==> src/rtl/bcsc_pkg.sv <==
// ----------------------------------------------------------------------------
// bcsc_pkg: shared types and constants of the charge stage controller
// Stage, action and register codes, the per-channel state word and the
// configuration register set with their reset values.
// ----------------------------------------------------------------------------
package bcsc_pkg;

  // Charge stage of one channel
  typedef enum logic [1:0] {
    STAGE_PRECHARGE = 2'd0,
    STAGE_CHARGE    = 2'd1,
    STAGE_FLOAT     = 2'd2,
    STAGE_FAULT     = 2'd3
  } stage_e;

  // Action carried by an input word
  typedef enum logic [1:0] {
    ACT_RESTART  = 2'd0,
    ACT_STAGE    = 2'd1,
    ACT_REGULATE = 2'd2
  } action_e;

  // Configuration register index
  typedef enum logic [2:0] {
    CFG_PRE_WINDOW        = 3'd0,
    CFG_CUT_VOLT          = 3'd1,
    CFG_CHG_VOLT          = 3'd2,
    CFG_FLT_VOLT          = 3'd3,
    CFG_PRECHARGE_CURRENT = 3'd4,
    CFG_BULK_CURRENT      = 3'd5,
    CFG_FLOAT_CURRENT     = 3'd6,
    CFG_TAPER_COUNT_START = 3'd7
  } cfg_idx_e;

  // Taper counter floor and decrement, hold counter ceiling
  localparam logic [15:0]        TAPER_FLOOR  = 16'd10;
  localparam logic [15:0]        TAPER_STEP   = 16'd2;
  localparam logic signed [7:0]  HOLD_CEILING = 8'sd12;

  // Register reset values
  localparam logic [14:0] RST_PRE_WINDOW        = 15'd60;
  localparam logic [14:0] RST_CUT_VOLT          = 15'd10500;
  localparam logic [14:0] RST_CHG_VOLT          = 15'd14400;
  localparam logic [14:0] RST_FLT_VOLT          = 15'd13600;
  localparam logic [14:0] RST_PRECHARGE_CURRENT = 15'd500;
  localparam logic [14:0] RST_BULK_CURRENT      = 15'd5000;
  localparam logic [14:0] RST_FLOAT_CURRENT     = 15'd300;
  localparam logic [15:0] RST_TAPER_COUNT_START = 16'd600;

  // Configuration register set
  typedef struct packed {
    logic [14:0] pre_window;
    logic [14:0] cut_volt;
    logic [14:0] chg_volt;
    logic [14:0] flt_volt;
    logic [14:0] precharge_current;
    logic [14:0] bulk_current;
    logic [14:0] float_current;
    logic [15:0] taper_count_start;
  } cfg_t;

  localparam cfg_t CFG_RESET = '{
    pre_window:        RST_PRE_WINDOW,
    cut_volt:          RST_CUT_VOLT,
    chg_volt:          RST_CHG_VOLT,
    flt_volt:          RST_FLT_VOLT,
    precharge_current: RST_PRECHARGE_CURRENT,
    bulk_current:      RST_BULK_CURRENT,
    float_current:     RST_FLOAT_CURRENT,
    taper_count_start: RST_TAPER_COUNT_START
  };

  // State word of one channel, one memory entry
  typedef struct packed {
    stage_e             stage;
    logic [14:0]        pre_cnt;
    logic [15:0]        taper_cnt;
    logic [14:0]        vref;
    logic [14:0]        iref;
    logic               is_current;
    logic [7:0]         return_cnt;
    logic signed [7:0]  hold_cnt;
  } chan_state_t;

  // State of a channel never written since reset
  localparam chan_state_t STATE_RESET = '{
    stage:      STAGE_PRECHARGE,
    pre_cnt:    RST_PRE_WINDOW,
    taper_cnt:  RST_TAPER_COUNT_START,
    vref:       RST_CHG_VOLT,
    iref:       RST_PRECHARGE_CURRENT,
    is_current: 1'b1,
    return_cnt: 8'd0,
    hold_cnt:   8'sd0
  };

endpackage

==> src/rtl/bcsc_if.sv <==
// ----------------------------------------------------------------------------
// bcsc_if: handshake channels of the charge stage controller
// Measurement word in, status word out, and the register write channel.
// ----------------------------------------------------------------------------
interface bcsc_in_if;
  logic               valid;
  logic               ready;
  logic [1:0]         action;
  logic               channel;
  logic signed [15:0] voltage;
  logic signed [15:0] current;

  modport source (output valid, action, channel, voltage, current, input ready);
  modport sink   (input valid, action, channel, voltage, current, output ready);
endinterface

interface bcsc_out_if;
  logic        valid;
  logic        ready;
  logic        channel_out;
  logic [1:0]  stage;
  logic        cc_mode;
  logic [14:0] voltage_setpoint;
  logic [14:0] current_setpoint;

  modport source (output valid, channel_out, stage, cc_mode, voltage_setpoint,
                  current_setpoint, input ready);
  modport sink   (input valid, channel_out, stage, cc_mode, voltage_setpoint,
                  current_setpoint, output ready);
endinterface

interface bcsc_cfg_if;
  logic        valid;
  logic        ready;
  logic [2:0]  index;
  logic [15:0] data;

  modport source (output valid, index, data, input ready);
  modport sink   (input valid, index, data, output ready);
endinterface

==> src/rtl/battery_charge_stage_controller_core.sv <==
// ----------------------------------------------------------------------------
// battery_charge_stage_controller_core: per-channel charge stage controller
// Path: the state read is registered with the input word, then the update is registered as the status word.
// Throughput: 1 word per cycle while the output is not stalled, set by the read-modify-write of the
// state memory, with write-back forwarding to a read of the same channel.
// Reset: configuration registers load defaults, channel valid bits clear (reset state).
// ----------------------------------------------------------------------------
module battery_charge_stage_controller_core #(
  parameter int CHANNELS   = 2,
  parameter int HOLD_COUNT = 5
) (
  input  logic              clk_i,
  input  logic              rst_ni,
  bcsc_in_if.sink           in_i,
  bcsc_out_if.source        out_o,
  bcsc_cfg_if.sink          cfg_i
);

  localparam int CH_W = (CHANNELS > 1) ? $clog2(CHANNELS) : 1;
  localparam logic signed [7:0] HoldNeg    = 8'(0 - HOLD_COUNT);
  localparam logic [7:0]        ReturnLong = 8'(2 * HOLD_COUNT);
  localparam logic [7:0]        ReturnShort = 8'(HOLD_COUNT);

  // Configuration registers
  bcsc_pkg::cfg_t cfg_q;

  assign cfg_i.ready = 1'b1;

  always_ff @(posedge clk_i or negedge rst_ni) begin
    if (!rst_ni) begin
      cfg_q <= bcsc_pkg::CFG_RESET;
    end else if (cfg_i.valid) begin
      case (bcsc_pkg::cfg_idx_e'(cfg_i.index))
        bcsc_pkg::CFG_PRE_WINDOW:        cfg_q.pre_window        <= cfg_i.data[14:0];
        bcsc_pkg::CFG_CUT_VOLT:          cfg_q.cut_volt          <= cfg_i.data[14:0];
        bcsc_pkg::CFG_CHG_VOLT:          cfg_q.chg_volt          <= cfg_i.data[14:0];
        bcsc_pkg::CFG_FLT_VOLT:          cfg_q.flt_volt          <= cfg_i.data[14:0];
        bcsc_pkg::CFG_PRECHARGE_CURRENT: cfg_q.precharge_current <= cfg_i.data[14:0];
        bcsc_pkg::CFG_BULK_CURRENT:      cfg_q.bulk_current      <= cfg_i.data[14:0];
        bcsc_pkg::CFG_FLOAT_CURRENT:     cfg_q.float_current     <= cfg_i.data[14:0];
        bcsc_pkg::CFG_TAPER_COUNT_START: cfg_q.taper_count_start <= cfg_i.data;
        default: ;
      endcase
    end
  end

  // Pipeline handshake
  logic              s1_valid_q, s1_valid_d;
  logic              out_valid_q, out_valid_d;
  logic              s1_adv;
  logic              in_acc;
  logic [CH_W-1:0]   rd_idx;

  assign s1_adv     = s1_valid_q && (!out_valid_q || out_o.ready);
  assign in_i.ready = !s1_valid_q || s1_adv;
  assign in_acc     = in_i.valid && in_i.ready;
  assign rd_idx     = (CHANNELS > 1) ? CH_W'(in_i.channel) : '0;

  always_comb begin
    s1_valid_d = s1_valid_q;
    if (in_acc) begin
      s1_valid_d = 1'b1;
    end else if (s1_adv) begin
      s1_valid_d = 1'b0;
    end
    out_valid_d = out_valid_q;
    if (s1_adv) begin
      out_valid_d = 1'b1;
    end else if (out_o.ready) begin
      out_valid_d = 1'b0;
    end
  end

  always_ff @(posedge clk_i or negedge rst_ni) begin
    if (!rst_ni) begin
      s1_valid_q  <= 1'b0;
      out_valid_q <= 1'b0;
    end else begin
      s1_valid_q  <= s1_valid_d;
      out_valid_q <= out_valid_d;
    end
  end

  // Hold the word under update
  logic [1:0]          s1_action_q;
  logic [CH_W-1:0]     s1_chan_q;
  logic signed [15:0]  s1_volt_q;
  logic signed [15:0]  s1_curr_q;

  always_ff @(posedge clk_i) begin
    if (in_acc) begin
      s1_action_q <= in_i.action;
      s1_chan_q   <= rd_idx;
      s1_volt_q   <= in_i.voltage;
      s1_curr_q   <= in_i.current;
    end
  end

  // State memory, one entry per channel, registered read
  bcsc_pkg::chan_state_t mem [CHANNELS];
  bcsc_pkg::chan_state_t mem_rd_q;
  bcsc_pkg::chan_state_t fwd_q;
  bcsc_pkg::chan_state_t cur_st;
  bcsc_pkg::chan_state_t nxt_st;
  logic [CHANNELS-1:0]   vld_q;
  logic                  vld_rd_q;
  logic                  byp_q;

  always_ff @(posedge clk_i) begin
    if (s1_adv) begin
      mem[s1_chan_q] <= nxt_st;
    end
    if (in_acc) begin
      mem_rd_q <= mem[rd_idx];
      fwd_q    <= nxt_st;
    end
  end

  // Track written entries and forward a write-back that meets a new read
  always_ff @(posedge clk_i or negedge rst_ni) begin
    if (!rst_ni) begin
      vld_q    <= '0;
      vld_rd_q <= 1'b0;
      byp_q    <= 1'b0;
    end else begin
      if (s1_adv) begin
        vld_q[s1_chan_q] <= 1'b1;
      end
      if (in_acc) begin
        vld_rd_q <= vld_q[rd_idx];
        byp_q    <= s1_adv && (s1_chan_q == rd_idx);
      end
    end
  end

  always_comb begin
    if (byp_q) begin
      cur_st = fwd_q;
    end else if (vld_rd_q) begin
      cur_st = mem_rd_q;
    end else begin
      cur_st = bcsc_pkg::STATE_RESET;
    end
  end

  // Apply the action to the channel state
  always_comb begin
    logic signed [15:0] cutoff_s;
    logic signed [15:0] vref_s;
    logic signed [15:0] iref_s;
    logic signed [15:0] fcur_s;
    logic [15:0]        taper_dec;
    logic signed [7:0]  hold_dec;

    cutoff_s  = signed'({1'b0, cfg_q.cut_volt});
    vref_s    = signed'({1'b0, cur_st.vref});
    iref_s    = signed'({1'b0, cur_st.iref});
    fcur_s    = signed'({1'b0, cfg_q.float_current});
    taper_dec = (cur_st.taper_cnt >= bcsc_pkg::TAPER_STEP)
              ? cur_st.taper_cnt - bcsc_pkg::TAPER_STEP : 16'd0;
    hold_dec  = cur_st.hold_cnt - 8'sd1;
    nxt_st    = cur_st;

    case (bcsc_pkg::action_e'(s1_action_q))
      bcsc_pkg::ACT_RESTART: begin
        nxt_st.stage     = bcsc_pkg::STAGE_PRECHARGE;
        nxt_st.pre_cnt   = cfg_q.pre_window;
        nxt_st.iref      = cfg_q.precharge_current;
        nxt_st.vref      = cfg_q.chg_volt;
        nxt_st.taper_cnt = cfg_q.taper_count_start;
      end
      bcsc_pkg::ACT_STAGE: begin
        case (cur_st.stage)
          bcsc_pkg::STAGE_PRECHARGE: begin
            if (s1_volt_q < cutoff_s) begin
              if (cur_st.pre_cnt != 15'd0) begin
                nxt_st.pre_cnt = cur_st.pre_cnt - 15'd1;
              end else begin
                nxt_st.stage = bcsc_pkg::STAGE_FAULT;
              end
            end else begin
              nxt_st.stage = bcsc_pkg::STAGE_CHARGE;
              nxt_st.iref  = cfg_q.bulk_current;
            end
          end
          bcsc_pkg::STAGE_CHARGE: begin
            if (!cur_st.is_current && (s1_curr_q < fcur_s)) begin
              if (taper_dec < bcsc_pkg::TAPER_FLOOR) begin
                nxt_st.stage     = bcsc_pkg::STAGE_FLOAT;
                nxt_st.taper_cnt = bcsc_pkg::TAPER_FLOOR;
              end else begin
                nxt_st.taper_cnt = taper_dec;
              end
            end else if (cur_st.taper_cnt < cfg_q.taper_count_start) begin
              nxt_st.taper_cnt = cur_st.taper_cnt + 16'd1;
            end
          end
          bcsc_pkg::STAGE_FLOAT: begin
            nxt_st.vref = cfg_q.flt_volt;
            nxt_st.iref = cfg_q.float_current;
          end
          default: begin
            nxt_st.is_current = 1'b0;
          end
        endcase
      end
      bcsc_pkg::ACT_REGULATE: begin
        // Voltage hysteresis
        if (s1_volt_q > vref_s) begin
          if (cur_st.hold_cnt < bcsc_pkg::HOLD_CEILING) begin
            nxt_st.hold_cnt = cur_st.hold_cnt + 8'sd1;
          end
          if (cur_st.return_cnt != 8'd0) begin
            nxt_st.return_cnt = cur_st.return_cnt - 8'd1;
          end else begin
            nxt_st.is_current = 1'b0;
          end
        end else if (s1_volt_q < vref_s) begin
          if (hold_dec < HoldNeg) begin
            nxt_st.is_current = 1'b1;
            nxt_st.return_cnt = ReturnLong;
            nxt_st.hold_cnt   = HoldNeg;
          end else begin
            nxt_st.hold_cnt = hold_dec;
          end
        end
        // Drop back from float to charge on a load step
        if ((s1_curr_q > iref_s) && !nxt_st.is_current &&
            (cur_st.stage == bcsc_pkg::STAGE_FLOAT)) begin
          nxt_st.stage      = bcsc_pkg::STAGE_CHARGE;
          nxt_st.vref       = cfg_q.chg_volt;
          nxt_st.iref       = cfg_q.bulk_current;
          nxt_st.is_current = 1'b1;
          nxt_st.return_cnt = ReturnShort;
        end
      end
      default: ;
    endcase
  end

  // Output register
  logic        out_chan_q;
  logic [1:0]  out_stage_q;
  logic        out_mode_q;
  logic [14:0] out_vset_q;
  logic [14:0] out_iset_q;

  always_ff @(posedge clk_i) begin
    if (s1_adv) begin
      out_chan_q  <= s1_chan_q[0];
      out_stage_q <= nxt_st.stage;
      out_mode_q  <= nxt_st.is_current;
      out_vset_q  <= nxt_st.vref;
      out_iset_q  <= nxt_st.iref;
    end
  end

  assign out_o.valid            = out_valid_q;
  assign out_o.channel_out      = out_chan_q;
  assign out_o.stage            = out_stage_q;
  assign out_o.cc_mode          = out_mode_q;
  assign out_o.voltage_setpoint = out_vset_q;
  assign out_o.current_setpoint = out_iset_q;

  // Checks
  a_fault_sticky: assert property (@(posedge clk_i) disable iff (!rst_ni)
    (s1_adv && (cur_st.stage == bcsc_pkg::STAGE_FAULT) &&
     (s1_action_q != bcsc_pkg::ACT_RESTART)) |-> (nxt_st.stage == bcsc_pkg::STAGE_FAULT))
    else $error("fault stage left without restart");

  a_fault_voltage_mode: assert property (@(posedge clk_i) disable iff (!rst_ni)
    (s1_adv && (cur_st.stage == bcsc_pkg::STAGE_FAULT) &&
     (s1_action_q == bcsc_pkg::ACT_STAGE)) |-> !nxt_st.is_current)
    else $error("stage step in fault kept current mode");

  a_stall_full: assert property (@(posedge clk_i) disable iff (!rst_ni)
    !in_i.ready |-> (s1_valid_q && out_valid_q))
    else $error("input stalled with a free pipeline slot");

  a_adv_out: assert property (@(posedge clk_i) disable iff (!rst_ni)
    s1_adv |=> out_valid_q)
    else $error("updated word did not reach the output register");

endmodule
==> src/flat_wrapper.sv <==
// flat-port wrapper written by rule: the top's interface ports become plain ports
module battery_charge_stage_controller_core_flat 
#(
  parameter int CHANNELS   = 2,
  parameter int HOLD_COUNT = 5
)
  (clk_i, rst_ni, in_i_valid, in_i_action, in_i_channel, in_i_voltage, in_i_current, in_i_ready, out_o_valid, out_o_channel_out, out_o_stage, out_o_cc_mode, out_o_voltage_setpoint, out_o_current_setpoint, out_o_ready, cfg_i_valid, cfg_i_index, cfg_i_data, cfg_i_ready);
  bcsc_in_if in_i_i ();
  bcsc_out_if out_o_i ();
  bcsc_cfg_if cfg_i_i ();
  input  logic clk_i;
  input  logic rst_ni;
  input wire logic [$bits(in_i_i.valid)-1:0] in_i_valid;
  input wire logic [$bits(in_i_i.action)-1:0] in_i_action;
  input wire logic [$bits(in_i_i.channel)-1:0] in_i_channel;
  input wire logic [$bits(in_i_i.voltage)-1:0] in_i_voltage;
  input wire logic [$bits(in_i_i.current)-1:0] in_i_current;
  output wire logic [$bits(in_i_i.ready)-1:0] in_i_ready;
  output wire logic [$bits(out_o_i.valid)-1:0] out_o_valid;
  output wire logic [$bits(out_o_i.channel_out)-1:0] out_o_channel_out;
  output wire logic [$bits(out_o_i.stage)-1:0] out_o_stage;
  output wire logic [$bits(out_o_i.cc_mode)-1:0] out_o_cc_mode;
  output wire logic [$bits(out_o_i.voltage_setpoint)-1:0] out_o_voltage_setpoint;
  output wire logic [$bits(out_o_i.current_setpoint)-1:0] out_o_current_setpoint;
  input wire logic [$bits(out_o_i.ready)-1:0] out_o_ready;
  input wire logic [$bits(cfg_i_i.valid)-1:0] cfg_i_valid;
  input wire logic [$bits(cfg_i_i.index)-1:0] cfg_i_index;
  input wire logic [$bits(cfg_i_i.data)-1:0] cfg_i_data;
  output wire logic [$bits(cfg_i_i.ready)-1:0] cfg_i_ready;
  assign in_i_i.valid = in_i_valid;
  assign in_i_i.action = in_i_action;
  assign in_i_i.channel = in_i_channel;
  assign in_i_i.voltage = in_i_voltage;
  assign in_i_i.current = in_i_current;
  assign in_i_ready = in_i_i.ready;
  assign out_o_valid = out_o_i.valid;
  assign out_o_channel_out = out_o_i.channel_out;
  assign out_o_stage = out_o_i.stage;
  assign out_o_cc_mode = out_o_i.cc_mode;
  assign out_o_voltage_setpoint = out_o_i.voltage_setpoint;
  assign out_o_current_setpoint = out_o_i.current_setpoint;
  assign out_o_i.ready = out_o_ready;
  assign cfg_i_i.valid = cfg_i_valid;
  assign cfg_i_i.index = cfg_i_index;
  assign cfg_i_i.data = cfg_i_data;
  assign cfg_i_ready = cfg_i_i.ready;
  battery_charge_stage_controller_core #(.CHANNELS(CHANNELS), .HOLD_COUNT(HOLD_COUNT)) u_core (.clk_i(clk_i), .rst_ni(rst_ni), .in_i(in_i_i), .out_o(out_o_i), .cfg_i(cfg_i_i));
endmodule
==> config.mk <==
export PLATFORM = sky130hd
export DESIGN_NAME = battery_charge_stage_controller_core_flat
export DESIGN_NICKNAME = d
export VERILOG_FILES = /design/src/rtl/bcsc_pkg.sv /design/src/rtl/bcsc_if.sv /design/src/rtl/battery_charge_stage_controller_core.sv /design/src/flat_wrapper.sv
export SDC_FILE = /design/constraint.sdc
export NUM_CORES = 1
export LEC_CHECK = 0
export ABC_AREA = 1
export BUFFER_PORTS_ARGS = -buffer_cell sky130_fd_sc_hd__buf_2
export CAP_MARGIN = 20
export CORE_MARGIN = 2
export CORE_UTILIZATION = 38
export DETAILED_ROUTE_END_ITERATION = 8
export HOLD_SLACK_MARGIN = 0.06
export PLACE_DENSITY = 0.56
export SLEW_MARGIN = 30
export SYNTH_ARGS = -nofsm -noshare
export SYNTH_HDL_FRONTEND = slang
export SYNTH_SLANG_ARGS = --single-unit
==> constraint.sdc <==
create_clock -name clk_i -period 5.8 [get_ports clk_i]
set_input_delay 1.16 -clock clk_i [delete_from_list [all_inputs] [get_ports clk_i]]
set_output_delay 1.16 -clock clk_i [all_outputs]
set_load 0.01 [all_outputs]
Yosys cells after proc, flatten, opt, wreduce, memory -nomap -nowiden
Memory sizes are Yosys's and may differ from the RTL's. A register that Yosys moved wholly into a read port is not among the register bits.
Index checks and enable logic that the tools add are counted.

operators by class
  $lt $le $gt $ge = 13
  mux-type cells = 44
  add/subtract/negate cells = 6
  bitwise gates (word level) = 1
  equal/unequal tests = 12
  reduce and logical (&&, ||, !) cells = 29

operators by type and width
  kind                                                  number
  two-way mux 80 bit                                    2
  two-way mux 16 bit                                    6
  case mux 30 bit (3 select lines)                      1
  two-way mux 15 bit                                    5
  < comparator 16 bit                                   4
  case mux 31 bit (2 select lines)                      1
  two-way mux 17 bit                                    3
  two-way mux 39 bit                                    1
  > comparator 16 bit                                   2
  case mux 15 bit (2 select lines)                      1
  two-way mux 8 bit                                     3
  adder 16 x 1 -> 16 bit, second input constant         1
  >= comparator 16 x 2 -> 1 bit, second input constant  1
  < comparator 16 x 4 -> 1 bit, second input constant   1
  AND reduction 2 bit                                   8
  subtractor 16 x 2 -> 16 bit, second input constant    1
  nonzero test 15 bit                                   1
  subtractor 15 x 1 -> 15 bit, second input constant    1
  equality test 3 bit, second input constant            4
  two-way mux 1 bit                                     11
  two-way mux 2 bit                                     5
  two-way mux 9 bit                                     1
  adder 8 x 2 -> 8 bit, second input constant           1
  < comparator 8 x 4 -> 1 bit, second input constant    1
  other kinds (23)                                      39

storage, ports and cells
  output and inout port bits = 37
  bits of input ports = 59
  memories kept = 1
  flip-flop bits (word level) = 276
  memory bits (writable) = 160
  word-level logic and storage cells = 136

memory list
  name        depth  bits a word  rd ports  clocked after memory_dff  write ports  RTL line                                     text
  u_core.mem  2      80           1         1                         1            battery_charge_stage_controller_core.sv:100  bcsc_pkg::chan_state_t mem [CHANNELS];

Depth between registers and ports, before layout
Gate-level depths: netlist of the first run.

  depth in word-level cells = 13
  depth in mapped cells = 26
  mapped depth without buffers = 22

Worst setup path before layout of the first run
OpenSTA, ideal clock, no wires.

  path kind = input-to-reg
  start point = input port out_o_ready
  end point = register u_core.byp_q
  data required time = 5.632 ns
  setup slack = -0.080 ns
  path buffers = 0
  arrival time = 5.712 ns
  stages = 6
  setup time = 0.168 ns
  cell sequence = inv_1 > nand3_1 > nand2_1 > inv_1 > o211ai_1 > o21ai_0

on the way
  word-level cells in the longest chain between the ends = 4
  elaborated cells on any way between the ends = 5
  those cells by class = 5 x reduce/logical

RTL lines
  element               RTL line                                     text
  start, declared       flat_wrapper.sv:25                           input wire logic [$bits(out_o_i.ready)-1:0] out_o_ready;
  logical OR 1 bit      battery_charge_stage_controller_core.sv:54   assign s1_adv = s1_valid_q && (!out_valid_q || out_o.ready);
  logical AND 1 bit     battery_charge_stage_controller_core.sv:54
  logical OR 1 bit      battery_charge_stage_controller_core.sv:55   assign in_i.ready = !s1_valid_q || s1_adv;
  via in_i_ready        flat_wrapper.sv:18                           output wire logic [$bits(in_i_i.ready)-1:0] in_i_ready;
  logical AND 1 bit     battery_charge_stage_controller_core.sv:56   assign in_acc = in_i.valid && in_i.ready;
  via u_core.in_acc     battery_charge_stage_controller_core.sv:51   logic in_acc;
  end signal, assigned  battery_charge_stage_controller_core.sv:131  byp_q <= s1_adv && (s1_chan_q == rd_idx);
  end, declared         battery_charge_stage_controller_core.sv:107  logic byp_q;

The timed path passes the listed nets, and every way through them passes these cells.
A chain may end at the register's enable or synchronous reset.

==> results of run 1 <==
==> metal layers <==
layer	GRT usage (%)	share of wire, %
met1	28.9	44
met2	35.0	47
met3	3.13	5.8
met4	6.94	2.9
met5	0	0.025
==> final cells by class <==
class	count	area [um^2]
Sequential cell	516	14900
Inverter	200	754
Timing Repair Buffer	131	811
Clock buffer	78	1530
Multi-Input combinational cell	1577	8960
Fill cell	6163	37200
Clock inverter	23	294
Tap cell	864	1080
==> path summary, 6_finish.rpt <==
kind | from | to | slack (ps)
setup / recovery | u_core.byp_q$_DFFE_PN0P_ | u_core.fwd_q[14]$_DFFE_PP_ | 990
hold / removal | u_core.vld_q[0]$_DFFE_PN0P_ | u_core.vld_q[0]$_DFFE_PN0P_ | 470
setup reg to reg | u_core.byp_q$_DFFE_PN0P_ | u_core.fwd_q[14]$_DFFE_PP_ | 990
hold reg to reg | u_core.vld_q[0]$_DFFE_PN0P_ | u_core.vld_q[0]$_DFFE_PN0P_ | 470
max in group asynchronous | rst_ni | u_core.cfg_q[118]$_DFFE_PN0P_ | 3940
min in group asynchronous | rst_ni | u_core.cfg_q[80]$_DFFE_PN0P_ | 600
==> placed cells by master (no fill, tap or decap), types with 4 or more instances in the layout <==
master / instances
a21boi_0: 27
a21oi_1: 111
a221oi_1: 24
a22o_1: 4
a22oi_1: 58
a31oi_1: 6
buf_12: 4
buf_2: 92
buf_4: 33
bufinv_16: 6
clkbuf_1: 15
clkbuf_16: 54
clkbuf_8: 9
clkinv_1: 12
dfrtp_1: 90
dfstp_2: 36
edfxtp_1: 389
ha_1: 84
inv_1: 189
inv_2: 6
mux2_2: 80
nand2_1: 546
nand2_2: 14
nand3_1: 97
nand3_2: 5
nand4_1: 17
nor2_1: 116
nor2_2: 10
nor2_4: 4
nor3_1: 14
nor4_1: 5
o211ai_1: 14
o21ai_0: 238
o21ai_1: 9
o22ai_1: 27
or2_2: 14
xor2_1: 20
==> power by group through the flow <==
stage | Clock [mW] | Combinational [mW] | Sequential (mW)
final | 3.57 | 2.61 | 4.97
after global placement | 0 | 2.53 | 5.03
after detailed placement | 0 | 2.58 | 5.04
after floorplan | 0 | 1.76 | 4.97
after CTS | 3.65 | 2.59 | 4.97
after global routing | 3.80 | 2.92 | 5.02
==> flip-flops by register name, indices dropped and copies added (netlist names), 2 cells and up <==
register,count
u_core.mem_rd_q,80
u_core.s1_volt_q,16
u_core.s1_action_q,2
u_core.s1_curr_q,16
u_core.fwd_q,80
u_core.mem,160
u_core.out_o.stage,2
u_core.cfg_q,121
u_core.out_o.current_setpoint,15
u_core.vld_q,2
u_core.out_o.voltage_setpoint,15
==> cell families after synthesis <==
family,Yosys count
simple gates,850
compound gates,538
flops,516
buf+inv,302
fa+ha+maj,86
mux,80
xor+xnor,22
other cells,1
==> stage by stage <==
stage | std cells | setup slack [ps] | power [mW] | utilization (%) | cell area [um^2]
3_5_place_dp | 3288 | 1050 | 7.62 | 40.5 | 26500
6_report | 3389 | 989 | 11.1 | 43.3 | 28300
2_1_floorplan | 2395 | 516 | 6.73 | - | 25100
5_1_grt | 3389 | 586 | 11.7 | 43.3 | 28300
4_1_cts | 3389 | 1020 | 11.2 | 43.2 | 28300
3_3_place_gp | 3288 | 1170 | 7.56 | 40.4 | 26500
==> critical path, delay by kind of cell, from the launching register on <==
family	cells	cell delay, ps
AOI/OAI and AO/OA	3	730
xor gates and xnor gates	1	170
adders and majority gates	2	550
buffers and inverters	2	250
DFF	1	650
and+or+nand+nor	10	2230
==> impl_metrics.csv, run 1 <==
group,metric,value,unit
pwr,clockPowerShare,32.0,%
layout,final_layout_size_suffix_gt1_share,15.6,%
pwr,swShare,31.6,%
detailed_routing,wl_per_cell,21.4,um
setup_path,worstRegToRegCells,18,
logic_synthesis,syn_avg_cell_area,10.5,um^2
timing,fmax,208,MHz
setup_path,path_class,"reg2reg",
logic_synthesis,yosysUniqueCellTypes,57,
logic_synthesis,ys.flop_type,"edfxtp_1",
global_routing,grt-ovfl-total,0,
logic_synthesis,synth_xor_area_share,0.769,%
global_routing,grt_max_degree,83,
logic_synthesis,syn_nets,2540,
floorplanning,die_w,261,um
logic_synthesis,synth_top_family_by_area,"simple AND/OR/NAND/NOR gates",
setup_path,crit_path_end_kind,"flip-flop",
floorplanning,die_h,261,um
cts,ctsHoldBuffers,0,
place,place.gp.congestion,0.887,
timing,fin_tns_setup,0,ps
logic_synthesis,yosysSeqAreaShare,59.5,%
cts,insertion_delay,630,ps
floorplanning,core.rowCount,94,
layout,num_antenna_cells,0,
setup_path,cp_max_fo,20,
setup_path,startpoint_type,"flip-flop",
pwr,vdd_drop_max,0.241,mV
pwr,p_leak,11.5,nW
detailed_routing,drcViolationCount,0,
timing,hold_viol_final,0,
cts,cts_setup_buffers,0,
timing,setup_viol,0,
cts,cts_root_buffer,"clkbuf_16",
timing,slew_violations,0,
place,place_hpwl,47.7,mm
logic_synthesis,synthAdderAreaFrac,4.30,%
logic_synthesis,ys.warnings.count,0,
pwr,power_frac_seq,44.6,%
logic_synthesis,synth-seq-cells,516,
setup_path,slowest_stage,"dfrtp_4",
logic_synthesis,synth_top_cell_area_share,46.6,%
hold_path,holdPathStages,1,
pwr,switching_power,3.52,mW
logic_synthesis,synth_compound_area_share,12.8,%
setup_path,path_cells,"nor2_4 -> a22o_1 -> inv_1 -> ha_1 -> nand2_2 -> nor2_2 -> xor2_1 -> o211ai_1 -> or4_1 -> ha_1 -> nand2_1 -> nand2_1 -> nand2_1 -> nand2_2 -> inv_1 -> nor2_1 -> nand2_1 -> o22ai_1",
timing,fin_crit,4810,ps
floorplanning,start_util,38.2,%
place,port-buffer-count,94,
global_routing,grt_first_pass_wirelength,110,mm
global_routing,grt.total_usage,21.3,%
cts,cts-resized-gates,0,
timing,rsz0062_at_grt,"false",
status,status,"complete, no violations",
detailed_routing,drtAntennaViolNets,0,
layout,nNetsFinal,2625,
timing,worst_pin_slew,958,ps
hold_path,hold_path.class,"reg2reg",
logic_synthesis,synthesis.area,25100,um^2
timing,clock-skew-final,36.6,ps
logic_synthesis,yosysMostFrequentCell,"nand2_1",
cts,cts_tree,"built",
floorplanning,core,65500,um^2
detailed_routing,wirelength,72.5,mm
logic_synthesis,muxShareOfSynthArea,3.60,%
cts,clock-sinks,516,
pwr,internal_power,7.63,mW
setup_path,cp.required,6200,ps
detailed_routing,drt_iter0_markers,1657,
logic_synthesis,synthArstFlopShare,24.6,%
cts,cts_buffer_depth,3,
pwr,p_per_area,393,nW/um^2
cts,cts_made_buffers,54,
timing,max-slew-margin-rel,35.9,%
setup_path,crit_top_cell,"nand2_1",
layout,syn_to_final_growth,13.1,%
logic_synthesis,yosys.area_share.simple,14.1,%
floorplanning,ioPinCount,96,
cts,htreeDepth,2,
floorplanning,die_area,68000,um^2
logic_synthesis,synth_area_leader_cell,"edfxtp_1",
pwr,combinationalPowerShare,23.4,%
flow_run,drv_cap,0,
detailed_routing,vias_per_cell,5.41,
logic_synthesis,netlist_top_cells_area,"edfxtp_1 (47%), dfrtp_1 (9.1%), nand2_1 (8.3%), o21ai_0 (4.8%), ha_1 (4.3%)",
timing,fin_crit_sh,82.9,%
setup_path,cpPeakStageDelay,650,ps
logic_synthesis,synth_common_cells,"nand2_1 (551), edfxtp_1 (389), o21ai_0 (238), inv_1 (191), nor2_1 (118)",
global_routing,grt_pass1_vias,17900,
logic_synthesis,synth_edf_count,389,
timing,holdWs,468,ps
setup_path,crit_arrival,5210,ps
detailed_routing,first_pass_iters,6,
logic_synthesis,synthesis.instances,2395,
global_routing,antenna_found_initial,1,
detailed_routing,via_count,18300,
cts,clkSlewWorstSetupHoldPaths,60,ps
No activity file was read; power rests on OpenSTA's default activity.
==> run 2: changes to the inputs <==
ABC_AREA = 0   (was 1)
PLACE_DENSITY = 0.58   (was 0.56)
clock period = 4 ns   (was 5.8 ns; I/O delays follow)
==> impl_metrics.csv, run 2 <==
group,metric,value,unit
flow_run,drv_cap,0,
logic_synthesis,synth-seq-cells,516,
status,status,"complete, no violations",
logic_synthesis,syn_avg_cell_area,12.9,um^2
place,place_hpwl,50.5,mm
pwr,switching_power,4.74,mW
hold_path,hold_path.class,"in2async",
layout,nNetsFinal,2353,
timing,clock-skew-final,21.3,ps
cts,clkSlewWorstSetupHoldPaths,60,ps
global_routing,grt.total_usage,21.7,%
pwr,clockPowerShare,31.3,%
detailed_routing,drt_iter0_markers,1469,
layout,num_antenna_cells,0,
floorplanning,core,64600,um^2
logic_synthesis,yosysUniqueCellTypes,88,
timing,fin_crit,3980,ps
place,place_area,27900,um^2
setup_path,worstRegToRegCells,17,
setup_path,startpoint_type,"flip-flop",
cts,cts_root_buffer,"clkbuf_16",
pwr,combinationalPowerShare,24.6,%
layout,final_area,30100,um^2
setup_path,rrSetupSlack,20,ps
layout,syn_to_final_growth,21.2,%
timing,slew_violations,0,
layout,final_common_cell,"edfxtp_1",
detailed_routing,drtAntennaViolNets,0,
setup_path,timing.rr.end,"u_core.mem[0][27]$_DFFE_PP_",
setup_path,crit_arrival,4320,ps
layout,final_cell_mix,"edfxtp_1 (389), buf_4 (216), mux2_2 (189)",
cts,ctsHoldBuffers,0,
place,port-buffer-count,94,
cts,clock-sinks,516,
logic_synthesis,synthesis.instances,1925,
logic_synthesis,netlist_top_cells_area,"edfxtp_1 (47%), dfrtp_1 (9.2%), mux2_2 (8.6%), ha_1 (4.3%), dfstp_2 (3.8%)",
timing,hold_viol_final,0,
logic_synthesis,yosysSeqAreaShare,60.0,%
global_routing,antenna_found_initial,0,
floorplanning,die_h,260,um
place,dp_slack,-120,ps
logic_synthesis,synthArstFlopShare,24.6,%
floorplanning,ioPinCount,96,
detailed_routing,wl_per_cell,23.9,um
place,place.gp.congestion,0.914,
logic_synthesis,synth_common_cells,"edfxtp_1 (389), mux2_2 (190), o21ai_0 (117), nand2_1 (111), dfrtp_1 (91)",
logic_synthesis,ys.flop_type,"edfxtp_1",
logic_synthesis,syn_nets,2070,
cts,cts_buffer_depth,3,
floorplanning,core.rowCount,93,
logic_synthesis,synth_top_cell_area_share,47.0,%
cts,insertion_delay,620,ps
timing,fmax,251,MHz
detailed_routing,wirelength,74.4,mm
logic_synthesis,yosysMostFrequentCell,"edfxtp_1",
timing,fin_ws,22.9,ps
detailed_routing,drcViolationCount,0,
timing,max-slew-margin-rel,40.3,%
pwr,power_frac_seq,44.1,%
logic_synthesis,ys.warnings.count,0,
logic_synthesis,synth_area_leader_cell,"edfxtp_1",
cts,cts_tree,"built",
layout,largest_reg_flops,160,
timing,fin_crit_sh,99.4,%
layout,reg_top3,"u_core.mem: 160 flops, u_core.cfg_q: 121 flops",
detailed_routing,via_count,17800,
floorplanning,start_util,38.5,%
timing,worst_pin_slew,894,ps
detailed_routing,vias_per_cell,5.72,
global_routing,grt_first_pass_wirelength,111,mm
layout,final_layout_size_suffix_gt1_share,32.9,%
global_routing,grt_max_degree,59,
floorplanning,die_area,67400,um^2
logic_synthesis,synth_edf_count,389,
detailed_routing,first_pass_iters,5,
timing,setup_viol,0,
pwr,swShare,29.4,%
global_routing,grt-ovfl-total,0,
pwr,p_leak,11.5,nW
setup_path,cp.required,4350,ps
floorplanning,die_w,260,um
timing,rsz0062_at_grt,"true",
setup_path,cp_max_fo,7,
pwr,vdd_drop_max,0.399,mV
cts,htreeDepth,2,
pwr,totalPowerFinal,16.1,mW
layout,final_util,46.6,%
global_routing,grt_pass1_vias,17900,
pwr,p_per_area,535,nW/um^2
layout,largest_register,"u_core.mem",
setup_path,crit_path_end_kind,"flip-flop",
pwr,internal_power,11.4,mW
setup_path,r2r_start,"u_core.byp_q$_DFFE_PN0P_",
cts,cts_made_buffers,55,
logic_synthesis,synthesis.area,24800,um^2
setup_path,path_class,"reg2reg",
run 2: worst max-delay path by stage:
stage / from / end / slack [ps] / depth (start not counted)
after global routing: u_core.byp_q$_DFFE_PN0P_ / u_core.mem[0][18]$_DFFE_PP_ / -180 / 19
final: u_core.byp_q$_DFFE_PN0P_ / u_core.mem[0][27]$_DFFE_PP_ / 20 / 17
after floorplan: out_o_ready / u_core.fwd_q[0]$_DFFE_PP_ / -490 / 3
after detailed placement: u_core.byp_q$_DFFE_PN0P_ / u_core.out_o.stage[0]$_DFFE_PP_ / -120 / 18
after CTS: u_core.byp_q$_DFFE_PN0P_ / u_core.mem[0][79]$_DFFE_PP_ / 4 / 18
after global placement: u_core.byp_q$_DFFE_PN0P_ / u_core.out_o.current_setpoint[4]$_DFFE_PP_ / -370 / 17
run 2: what timing repair did:
item	4_1_cts	5_1_grt
resized for setup	10	61
buffers inserted	3	5
pin swaps	5	23
endpoints found under the setup margin	86	203
cloned	0	1
run 2: logic make-up after synthesis:
logic type                 Yosys count  synth area share, %
AOI/OAI and AO/OA                  494                 14.1
muxes                              209                 9.38
and+or+nand+nor                    405                 8.30
xor gates and xnor gates            24                0.846
buffers and inverters              190                 3.09
adders and majority gates           86                 4.33
DFF                                516                 60.0
other                                1               0.0151
run 2: per-layer routing:
layer | global-route usage, % | share of wire (%)
met1 | 29.1 | 44
met2 | 36.0 | 48
met3 | 3.50 | 5.7
met4 | 6.91 | 3.1
met5 | 0 | 0
run 2: through the flow:
stage | hold slack [ps] | TNS (ps) | instances
6_report | 196 | 0 | 3108
5_1_grt | 226 | -7720 | 3108
4_1_cts | 192 | 0 | 3102
3_5_place_dp | 463 | -3670 | 2997
3_3_place_gp | 454 | -14980 | 2997
2_1_floorplan | 439 | -95610 | 1925
run 2: cell type report:
class	instances	area [um^2]
clock buffer	70	1460
fill	5789	34500
timing repair buffer	329	2450
inverter	87	330
sequential	516	14900
tap	855	1070
clock inverter	32	300
multi-input combinational	1219	9580
run 2: worst max-delay path, cell delays in order (launching register included):
cell	delay (ps)
dfrtp_4	520
nor2b_4	180
a22o_1	180
inv_2	70
and3_4	190
and3_1	180
and3_1	170
xor2_2	150
nand4b_1	250
ha_4	300
buf_4	130
nand2_1	80
o2111ai_2	140
a21o_4	270
clkbuf_16	170
a21o_1	180
buf_6	170
a221o_1	360
run 2: power by group through the flow:
stage	clock network (mW)	registers, mW	logic (mW)
floorplan	0	7.09	2.26
global placement	0	7.17	3.68
detailed placement	0	7.19	3.77
CTS	5.15	7.09	3.82
global route	5.35	7.16	4.32
finish	5.04	7.09	3.96
